==> src/sv/wgas_pkg.sv <==
// Shared types and constants for the wrap-guarded azimuth smoother.
package wgas_pkg;

	// Default angle resolution: a full turn is 2**ANGLE_BITS_DEF.
	localparam int ANGLE_BITS_DEF = 16;

	// Width of the external heading field.
	localparam int AZ_W = 16;

	// Result queue depth; must be a power of two and at least four.
	localparam int QUEUE_DEPTH = 8;

	// Most results a single input word can cause.
	localparam int MAX_RESULTS = 3;

	// Configuration port: byte address width and register index codes.
	localparam int PADDR_W = 3;
	localparam logic REG_IDX_JUMP_THR = 1'b0;

	// Reset value of the jump threshold: half a turn.
	localparam logic [15:0] JUMP_THR_RESET = 16'h8000;

	// One result word as it waits in the output queue.
	typedef struct packed {
		logic [AZ_W-1:0] az;
		logic            avg;
		logic            run_end;
	} res_t;

endpackage

==> src/sv/wrap_guarded_azimuth_smoother.sv <==
// Top level of the wrap-guarded five-point azimuth smoother.
//
// Heading samples arrive as unsigned binary angles on the slave stream (s_*), one word per
// sample, with s_tlast marking the final sample of a run. Each sample leaves on the master
// stream (m_*) two samples later: interior samples become the truncated mean of their
// centered five-sample window, unless a neighbor difference in that window exceeds the
// jump threshold, in which case the sample passes through. m_tuser flags an averaged word
// and m_tlast marks the last result caused by one input word.
// The jump threshold is written over the APB port at byte address 0.
// A result becomes visible on m_tvalid once the input word that completes it has passed
// the input register, sum stage and reciprocal multiply stage and entered the result
// queue. Throughput is one word per cycle in both directions while s_tready and m_tready
// stay high; a word with s_tlast adds up to two extra output words, which drain from the
// queue one per cycle. s_tready is driven only from a credit counter: it stays high as long
// as the queue plus the words still in the pipeline leave room for three more results, so
// a stalled receiver backs the stream up before the queue overflows, and nothing is dropped.
// Reset clears the history, the sample count, the queue and the pipeline valid bits, and
// returns the jump threshold to half a turn.
module wrap_guarded_azimuth_smoother
	import wgas_pkg::*;
#(
	parameter int ANGLE_BITS = ANGLE_BITS_DEF
) (
	input  logic               clk,
	input  logic               arst_n,
	// Input stream.
	input  logic               s_tvalid,
	output logic               s_tready,
	input  logic [AZ_W-1:0]    s_tdata,   // [15:0] azimuth_in
	input  logic               s_tlast,   // last_sample
	// Result stream.
	output logic               m_tvalid,
	input  logic               m_tready,
	output logic [AZ_W-1:0]    m_tdata,   // [15:0] azimuth_out
	output logic               m_tuser,   // [0] was_averaged
	output logic               m_tlast,   // run_end
	// Configuration port.
	input  logic               psel,
	input  logic               penable,
	input  logic               pwrite,
	input  logic [PADDR_W-1:0] paddr,
	input  logic [31:0]        pwdata,
	output logic [31:0]        prdata,
	output logic               pready
);

	localparam int AW   = ANGLE_BITS;
	localparam int SW   = AW + 3;               // five-sample sum width
	localparam int PW   = 2 * SW;               // reciprocal product width
	localparam int QIW  = $clog2(QUEUE_DEPTH);
	localparam int CW   = $clog2(QUEUE_DEPTH + 1);
	// floor(2**SW / 5); the estimate it gives is at most one below the true quotient.
	localparam logic [SW-1:0] RECIP = SW'((64'd1 << SW) / 64'd5);

	function automatic logic [AZ_W-1:0] to_out(input logic [AW-1:0] v);
		logic [AW+AZ_W-1:0] e;
		e = {{AZ_W{1'b0}}, v};
		return e[AZ_W-1:0];
	endfunction

	// ------------------------------------------------------------------
	// Configuration register.
	// ------------------------------------------------------------------
	logic [15:0] thr_q;
	logic        reg_hit;

	assign pready  = 1'b1;
	assign reg_hit = (paddr[PADDR_W-1:2] == REG_IDX_JUMP_THR);
	assign prdata  = reg_hit ? {16'd0, thr_q} : 32'd0;

	always_ff @(posedge clk or negedge arst_n) begin
		if (!arst_n) begin
			thr_q <= JUMP_THR_RESET;
		end else if (psel && penable && pwrite && pready && reg_hit) begin
			thr_q <= pwdata[15:0];
		end
	end

	// ------------------------------------------------------------------
	// Input side: history, sample count and result credits.
	// ------------------------------------------------------------------
	logic [AW-1:0]      hist_q [4];
	logic [2:0]         seen_q;
	logic [CW-1:0]      committed_q;
	logic [AW+AZ_W-1:0] in_ext;
	logic [AW-1:0]      x_in;
	logic               acc;
	logic [1:0]         n_acc;

	assign in_ext   = {{AW{1'b0}}, s_tdata};
	assign x_in     = in_ext[AW-1:0];
	// Room for the worst case of three results keeps the check off the data path.
	assign s_tready = (committed_q <= CW'(QUEUE_DEPTH - MAX_RESULTS));
	assign acc      = s_tvalid && s_tready;

	// Results this word will cause, reserved in the queue at acceptance.
	always_comb begin
		n_acc = (seen_q >= 3'd2) ? 2'd1 : 2'd0;
		if (s_tlast) begin
			n_acc = n_acc + ((seen_q >= 3'd1) ? 2'd2 : 2'd1);
		end
	end

	always_ff @(posedge clk or negedge arst_n) begin
		if (!arst_n) begin
			for (int i = 0; i < 4; i++) begin
				hist_q[i] <= '0;
			end
			seen_q <= '0;
		end else if (acc) begin
			if (s_tlast) begin
				for (int i = 0; i < 4; i++) begin
					hist_q[i] <= '0;
				end
				seen_q <= '0;
			end else begin
				hist_q[0] <= hist_q[1];
				hist_q[1] <= hist_q[2];
				hist_q[2] <= hist_q[3];
				hist_q[3] <= x_in;
				if (seen_q < 3'd4) begin
					seen_q <= seen_q + 3'd1;
				end
			end
		end
	end

	// ------------------------------------------------------------------
	// Stage 1: the window as it stood when the word was accepted.
	// ------------------------------------------------------------------
	logic          v_s1;
	logic [AW-1:0] w_s1 [5];
	logic [2:0]    seen_s1;
	logic          last_s1;

	always_ff @(posedge clk or negedge arst_n) begin
		if (!arst_n) begin
			v_s1 <= 1'b0;
		end else begin
			v_s1 <= acc;
		end
	end

	always_ff @(posedge clk) begin
		if (acc) begin
			for (int i = 0; i < 4; i++) begin
				w_s1[i] <= hist_q[i];
			end
			w_s1[4] <= x_in;
			seen_s1 <= seen_q;
			last_s1 <= s_tlast;
		end
	end

	// ------------------------------------------------------------------
	// Stage 2: window sum and wrap check.
	// ------------------------------------------------------------------
	logic          v_s2;
	logic [SW-1:0] sum_s2;
	logic          jump_s2;
	logic [AW-1:0] h2_s2, h3_s2, x_s2;
	logic [2:0]    seen_s2;
	logic          last_s2;
	logic [SW-1:0] sum_c;
	logic          jump_c;
	logic [AW-1:0] diff_c;

	always_comb begin
		sum_c  = '0;
		jump_c = 1'b0;
		diff_c = '0;
		for (int i = 0; i < 5; i++) begin
			sum_c = sum_c + SW'(w_s1[i]);
		end
		for (int i = 0; i < 4; i++) begin
			diff_c = (w_s1[i] > w_s1[i+1]) ? (w_s1[i] - w_s1[i+1]) : (w_s1[i+1] - w_s1[i]);
			if ({{16{1'b0}}, diff_c} > {{AW{1'b0}}, thr_q}) begin
				jump_c = 1'b1;
			end
		end
	end

	always_ff @(posedge clk or negedge arst_n) begin
		if (!arst_n) begin
			v_s2 <= 1'b0;
		end else begin
			v_s2 <= v_s1;
		end
	end

	always_ff @(posedge clk) begin
		if (v_s1) begin
			sum_s2  <= sum_c;
			jump_s2 <= jump_c;
			h2_s2   <= w_s1[2];
			h3_s2   <= w_s1[3];
			x_s2    <= w_s1[4];
			seen_s2 <= seen_s1;
			last_s2 <= last_s1;
		end
	end

	// ------------------------------------------------------------------
	// Stage 3: reciprocal product for the divide by five.
	// ------------------------------------------------------------------
	logic          v_s3;
	logic [PW-1:0] prod_s3;
	logic [SW-1:0] sum_s3;
	logic          jump_s3;
	logic [AW-1:0] h2_s3, h3_s3, x_s3;
	logic [2:0]    seen_s3;
	logic          last_s3;

	always_ff @(posedge clk or negedge arst_n) begin
		if (!arst_n) begin
			v_s3 <= 1'b0;
		end else begin
			v_s3 <= v_s2;
		end
	end

	always_ff @(posedge clk) begin
		if (v_s2) begin
			prod_s3 <= PW'(sum_s2) * PW'(RECIP);
			sum_s3  <= sum_s2;
			jump_s3 <= jump_s2;
			h2_s3   <= h2_s2;
			h3_s3   <= h3_s2;
			x_s3    <= x_s2;
			seen_s3 <= seen_s2;
			last_s3 <= last_s2;
		end
	end

	// ------------------------------------------------------------------
	// Quotient correction and result assembly.
	// ------------------------------------------------------------------
	logic [SW-1:0] q0, rem, mean;
	logic          win_avg;
	res_t          e0, e1, e2;
	logic          ev0, ev1, ev2;
	logic [1:0]    pos1, pos2, npush;

	always_comb begin
		q0      = prod_s3[PW-1:SW];
		// True remainder is below ten, so a single compare fixes the estimate.
		rem     = sum_s3 - (q0 << 2) - q0;
		mean    = (rem >= SW'(5)) ? (q0 + SW'(1)) : q0;
		win_avg = (seen_s3 >= 3'd4) && !jump_s3;

		e0.az      = win_avg ? to_out(mean[AW-1:0]) : to_out(h2_s3);
		e0.avg     = win_avg;
		e0.run_end = !last_s3;
		e1.az      = to_out(h3_s3);
		e1.avg     = 1'b0;
		e1.run_end = 1'b0;
		e2.az      = to_out(x_s3);
		e2.avg     = 1'b0;
		e2.run_end = 1'b1;

		ev0   = v_s3 && (seen_s3 >= 3'd2);
		ev1   = v_s3 && last_s3 && (seen_s3 >= 3'd1);
		ev2   = v_s3 && last_s3;
		pos1  = {1'b0, ev0};
		pos2  = {1'b0, ev0} + {1'b0, ev1};
		npush = pos2 + {1'b0, ev2};
	end

	// ------------------------------------------------------------------
	// Result queue.
	// ------------------------------------------------------------------
	res_t           q_mem [QUEUE_DEPTH];
	logic [QIW-1:0] wr_q, rd_q;
	logic [CW-1:0]  qcnt_q;
	logic           pop;
	res_t           head;

	assign head     = q_mem[rd_q];
	assign m_tvalid = (qcnt_q != '0);
	assign m_tdata  = head.az;
	assign m_tuser  = head.avg;
	assign m_tlast  = head.run_end;
	assign pop      = m_tvalid && m_tready;

	always_ff @(posedge clk) begin
		if (ev0) begin
			q_mem[wr_q] <= e0;
		end
		if (ev1) begin
			q_mem[wr_q + QIW'(pos1)] <= e1;
		end
		if (ev2) begin
			q_mem[wr_q + QIW'(pos2)] <= e2;
		end
	end

	always_ff @(posedge clk or negedge arst_n) begin
		if (!arst_n) begin
			wr_q        <= '0;
			rd_q        <= '0;
			qcnt_q      <= '0;
			committed_q <= '0;
		end else begin
			wr_q        <= wr_q + QIW'(npush);
			rd_q        <= rd_q + QIW'(pop);
			qcnt_q      <= qcnt_q + CW'(npush) - CW'(pop);
			committed_q <= committed_q + (acc ? CW'(n_acc) : CW'(0)) - CW'(pop);
		end
	end

	// ------------------------------------------------------------------
	// Assertions.
	// ------------------------------------------------------------------
	// Reserved results never exceed the queue, so pushes cannot overwrite.
	a_credit_bound: assert property (@(posedge clk) disable iff (!arst_n)
		committed_q <= CW'(QUEUE_DEPTH))
		else $error("result credits exceed queue depth");

	// Queued results are always covered by reserved credits.
	a_queue_covered: assert property (@(posedge clk) disable iff (!arst_n)
		qcnt_q <= committed_q)
		else $error("queue holds more words than were reserved");

	// With nothing in flight and the queue empty, no credits may remain.
	a_credit_drained: assert property (@(posedge clk) disable iff (!arst_n)
		(!v_s1 && !v_s2 && !v_s3 && qcnt_q == '0) |-> committed_q == '0)
		else $error("credits leaked with the block idle");

	// The end of a run returns the sample count to zero.
	a_run_restart: assert property (@(posedge clk) disable iff (!arst_n)
		(acc && s_tlast) |=> seen_q == 3'd0)
		else $error("sample count not cleared at end of run");

endmodule

==> config.mk <==
export PLATFORM = sky130hd
export DESIGN_NAME = wrap_guarded_azimuth_smoother
export DESIGN_NICKNAME = d
export VERILOG_FILES = /design/src/sv/wgas_pkg.sv /design/src/sv/wrap_guarded_azimuth_smoother.sv
export SDC_FILE = /design/constraint.sdc
export NUM_CORES = 2
export LEC_CHECK = 0
export BUFFER_PORTS_ARGS = -buffer_cell sky130_fd_sc_hd__buf_2
export CORE_UTILIZATION = 46
export DETAILED_ROUTE_END_ITERATION = 16
export PLACE_DENSITY_LB_ADDON = 0.2
export RECOVER_POWER = 50
export REMOVE_ABC_BUFFERS = 1
export SETUP_SLACK_MARGIN = 0.4
export SLEW_MARGIN = 25
export SYNTH_ARGS = -nofsm -noshare
export SYNTH_HDL_FRONTEND = slang
export SYNTH_SLANG_ARGS = --single-unit
export TNS_END_PERCENT = 30
==> constraint.sdc <==
create_clock -name clk -period 6.2 [get_ports clk]
set_input_delay 1.55 -clock clk [delete_from_list [all_inputs] [get_ports clk]]
set_output_delay 1.55 -clock clk [all_outputs]
set_load 0.02 [all_outputs]
# == After elaboration in Yosys (flattened, before gate mapping) ==
# Memories as Yosys holds them, arrays and structs flattened.
# Cells that the tools add are included.
# classes
reduce_logical,15
div_mod_pow,0
eq_ne,0
n_addsub,27
n_mux,23
n_shift,0
multipliers,1
bitwise_logic,1
order_cmp,16
# ops
op,count
$gt 16x16->1,8
$sub 16x16->16,8
$mux 16,7
$mux 64,1
$mul 19x17->36 const B,1
$add 18x16->19,1
$add 19x16->19,1
$ge 19x3->1 const B,1
$sub 19x17->19,1
$sub 19x19->19,1
$add 17x16->18,1
$add 16x16->17,1
$add 16x1->16 const B,1
$mux 1,10
$logic_and 1x1->1,9
$add 4x2->4,2
$sub 4x1->4,2
$add 3x1->3,2
$add 3x2->3,2
$ge 3x1->1 const B,2
$ge 3x2->1 const B,2
$mux 2,3
$mux 3,2
$le 4x3->1 const B,1
12 further kinds,13
# word_totals
romBits,0
word_cells,115
input_bits,59
mem_count,2
latch_bits,0
regBits,284
out_inout_bits,53
mem_bits_rw,224
# mem_list
name,depth,word_bits,read_ports,rd_ports_with_merged_regs,write_ports,line_no,rtl
q_mem,8,18,1,0,3,wrap_guarded_azimuth_smoother.sv:272,res_t q_mem [QUEUE_DEPTH];
w_s1,5,16,5,0,5,wrap_guarded_azimuth_smoother.sv:132,logic [AW-1:0] w_s1 [5];

# == Depth between registers and ports, before layout ==
# logic_depth
depth_word,7
ltp_mapped,26
depth_no_buf,24

# == Worst setup path before layout ==
# No wires, ideal clock.
# synth_timing
kind,flip-flop to flip-flop
start,register sum_s2[10]
end,register prod_s3[35] (data pin)
arrival_time_ns,5.410
setup_time_ns,0.271
period_less_slack_ns,5.681
stages_incl_launch_ff,22
path_buffers,0
slack_ns,0.519
cell_sequence,edfxtp_1 > ha_1 > ha_1 > inv_1 > fa_1 > inv_1 > fa_1 > inv_1 > fa_1 > inv_1 > fa_1 > ha_1 > o21a_1 > o21ai_0 > a211oi_1 > a211o_1 > o21ai_0 > a31oi_1 > a31oi_1 > nor2_1 > a2111oi_0 > xnor2_1
# synth_between
elab_chain_cells,1
# synth_rtl
element,line_no,rtl
start: declaration,wrap_guarded_azimuth_smoother.sv:159,logic [SW-1:0] sum_s2;
start signal: assignment,wrap_guarded_azimuth_smoother.sv:193,sum_s2 <= sum_c;
$mul 19x17->36,wrap_guarded_azimuth_smoother.sv:224,prod_s3 <= PW'(sum_s2) * PW'(RECIP);
end signal: assignment,wrap_guarded_azimuth_smoother.sv:224,
end: declaration,wrap_guarded_azimuth_smoother.sv:207,logic [PW-1:0] prod_s3;
# Every way passes these cells.
# A chain may end at the register's enable or synchronous reset.

==> results.ini <==
[layout]
fin_nets=4251
drive_gt1_frac=0.111
n_antenna_cell=0
stdcell_area_um2=40700
syn2layout_area_growth_pct=10.9
fin_util=0.516

[clock_tree]
htree_levels=2
clk_latency_ns=0.64
cts_buffers=54
cts_buffer_depth=3
cts.sink_count=489
cts_root_buffer=clkbuf_16
clkTransAtPathRegs_ns=0.06
cts_tree=yes

[worst_setup_path]
r2r_setup_slack_ns=0.50
crit_path_start_kind=flip-flop
cp_top_family=adder cells
max_stage_delay_ns=0.56
crit_start=w_s1[0][33]
crit_slowest_cell=fa_1
crit_top_cell=fa_1
arrival_ns=6.04
worst-path-buf-inv=4
end_kind=flip-flop
critical_path_class=flip-flop to flip-flop
cp_num_cells=19
required_ns=6.54
ff2ff_path_depth=19
crit_chain=clkbuf_1, fa_1, fa_1, inv_1, fa_1, inv_1, ha_1, inv_1, fa_1, nor2b_1, o21ai_0, a21boi_0, o21ai_0, a21boi_0, o2111ai_1, nand3_1, nand3_1, and3_1, or3_1
path_max_fanout=6
r2r_start=w_s1[0][33]
r2r_end=sum_s2[17]

[route]
num_vias=26900
ant_nets=0
wl_um=103000
drcViolationCount=0
viasPerCell=5.69
drt_iter0_drc=2419
drt_first_pass_iters=6
avgRoutedWirePerCell_um=21.8

[timing]
slew_viol_final=199
fmax_mhz=176
finalSetupViolCount=0
tns_ns=0
worst_slew_margin_rel=-1.53
rsz0062_at_grt=yes
finClkSkew_ns=0.0311
fin_crit_sh=0.919
min_period_ns=5.70
tightest_slew_ns=3.80
hold_violations=0
hold_ws_ns=0.394

[floorplan]
dieArea_um2=80900
fp.dieH_um=285
io_pins=112
die_w_um=285
fp-row-count=103
start_util=0.465
core_area_um2=79000

[synth]
ys_ff_latch=489
synthTopCellsByArea=edfxtp_1 (31%), ha_1 (13%), fa_1 (9.4%)
ys_types=85
ys_top_cells_by_count=ha_1 (396), edfxtp_1 (373), inv_1 (373), a21oi_1 (281), o21ai_0 (244)
yosysWarningCount=0
synth_top_area_share=0.305
syn-mean-instance-area_um2=10.4
yosysTopAreaCell=edfxtp_1
yosysSeqAreaShare=0.382
synth_edf_count=373
yosysMostFrequentCell=ha_1
ys.flop_type=edfxtp_1
syn-cell-area_um2=36700
synthArstFlopShare=0.204
syn_inst=3532

[placed_design]
io_buffer_count=76
place.gp.congestion=0.945
dp_hpwl_um=76400
postPlaceCellArea_um2=38500

[grt]
overflow=0
grt_max_degree=88
grt_usage=0.252
grt_pass1_wl_um=157000
grt_pass1_vias=26600
antenna_found_initial=0

[min_path]
hp-start=h3_s2[12]
hp-class=flip-flop to flip-flop
holdPathStages=0
min_to=h3_s3[12]

[flow_run]
max_cap_violations=4

[run_status]
status=complete, but fails checks
violations=capacitance limit, slew limit

worst max-delay path by stage:
stage / end / slack (ns)
2_1_floorplan: committed_q[2] / -0.62
3_3_place_gp: prod_s3[35] / 0.02
3_5_place_dp: prod_s3[35] / -0.12
4_1_cts: prod_s3[35] / 0.40
5_1_grt: sum_s2[17] / 0.30
6_report: sum_s2[17] / 0.50
cell families after synthesis:
logic type,after synthesis,share of synthesized area
other,2,0.000205
xor gates and xnor gates,110,0.0266
and+or+nand+nor,774,0.102
buffers and inverters,547,0.0581
DFF,489,0.382
muxes,127,0.0488
AOI/OAI and AO/OA,914,0.153
adders and majority gates,569,0.229
worst register-to-register path, delay by kind of cell (launching register included):
family / cells / cell delay [ns]
AND/OR/NAND/NOR: 5 / 1.04
flip-flops: 1 / 0.39
buffers and inverters: 4 / 0.69
AO/OA/AOI/OAI: 5 / 1.20
adder cells (fa/ha/maj): 5 / 2.10
placed cells by master (no fill, tap or decap), types with 20 or more instances in the layout:
cell and instances:
o21ai_1 20, inv_1 372, o21ai_0 241, nand2_1 238, or3_1 27, a21o_1 91
buf_2 59, and3_1 71, mux4_2 36, nand3_1 49, clkbuf_16 54, a21oi_1 277
mux2i_1 40, nor2b_1 28, dfrtp_1 97, clkbuf_1 48, mux2_2 48, xnor2_1 68
a31oi_1 31, nor3_1 49, nand4_1 34, xor2_1 41, buf_4 90, nand2b_1 31
fa_1 173, edfxtp_1 373, nor2_1 167, o21a_1 91, ha_1 392
routing by layer:
| metal | wire length, µm | share of wire | GRT usage |
|---|---|---|---|
| met2 | 47500 | 0.46 | 0.408 |
| met1 | 44600 | 0.43 | 0.341 |
| met5 | 0 | 0 | 0 |
| met3 | 7000 | 0.068 | 0.0380 |
| met4 | 4070 | 0.039 | 0.0954 |
state kept, by name, summed over array words and instances (netlist names), 17 cells and up:
name	cells
q_mem	144
sum_s3	19
sum_s2	19
prod_s3	17
hist_q	64
w_s1	80
repair_timing:
| item | in CTS | in global routing |
|---|---|---|
| setup buffers | 4 | 20 |
| resized for setup | 7 | 23 |
| endpoints found under the setup margin | 5 | 6 |
| pin swaps | 2 | 13 |
| hold buffers | 0 | 0 |
cell type report:
cell class	count	area, µm²
clock buffer	63	1400
clock inverter	39	598
fill	7111	38300
inverter	374	1410
multi-input combinational	2511	20800
sequential	489	14000
tap	1050	1310
timing repair buffer	193	1150
stage by stage:
step | std cells | setup WS, ns
floorplan | 3374 | -0.623
global placement | 4593 | 0.0152
detailed placement | 4593 | -0.120
CTS | 4699 | 0.401
global route | 4719 | 0.302
finish | 4719 | 0.504
Power is not shown: default switching activity piles up to over one toggle a cycle in this logic, so the estimate is an artifact.
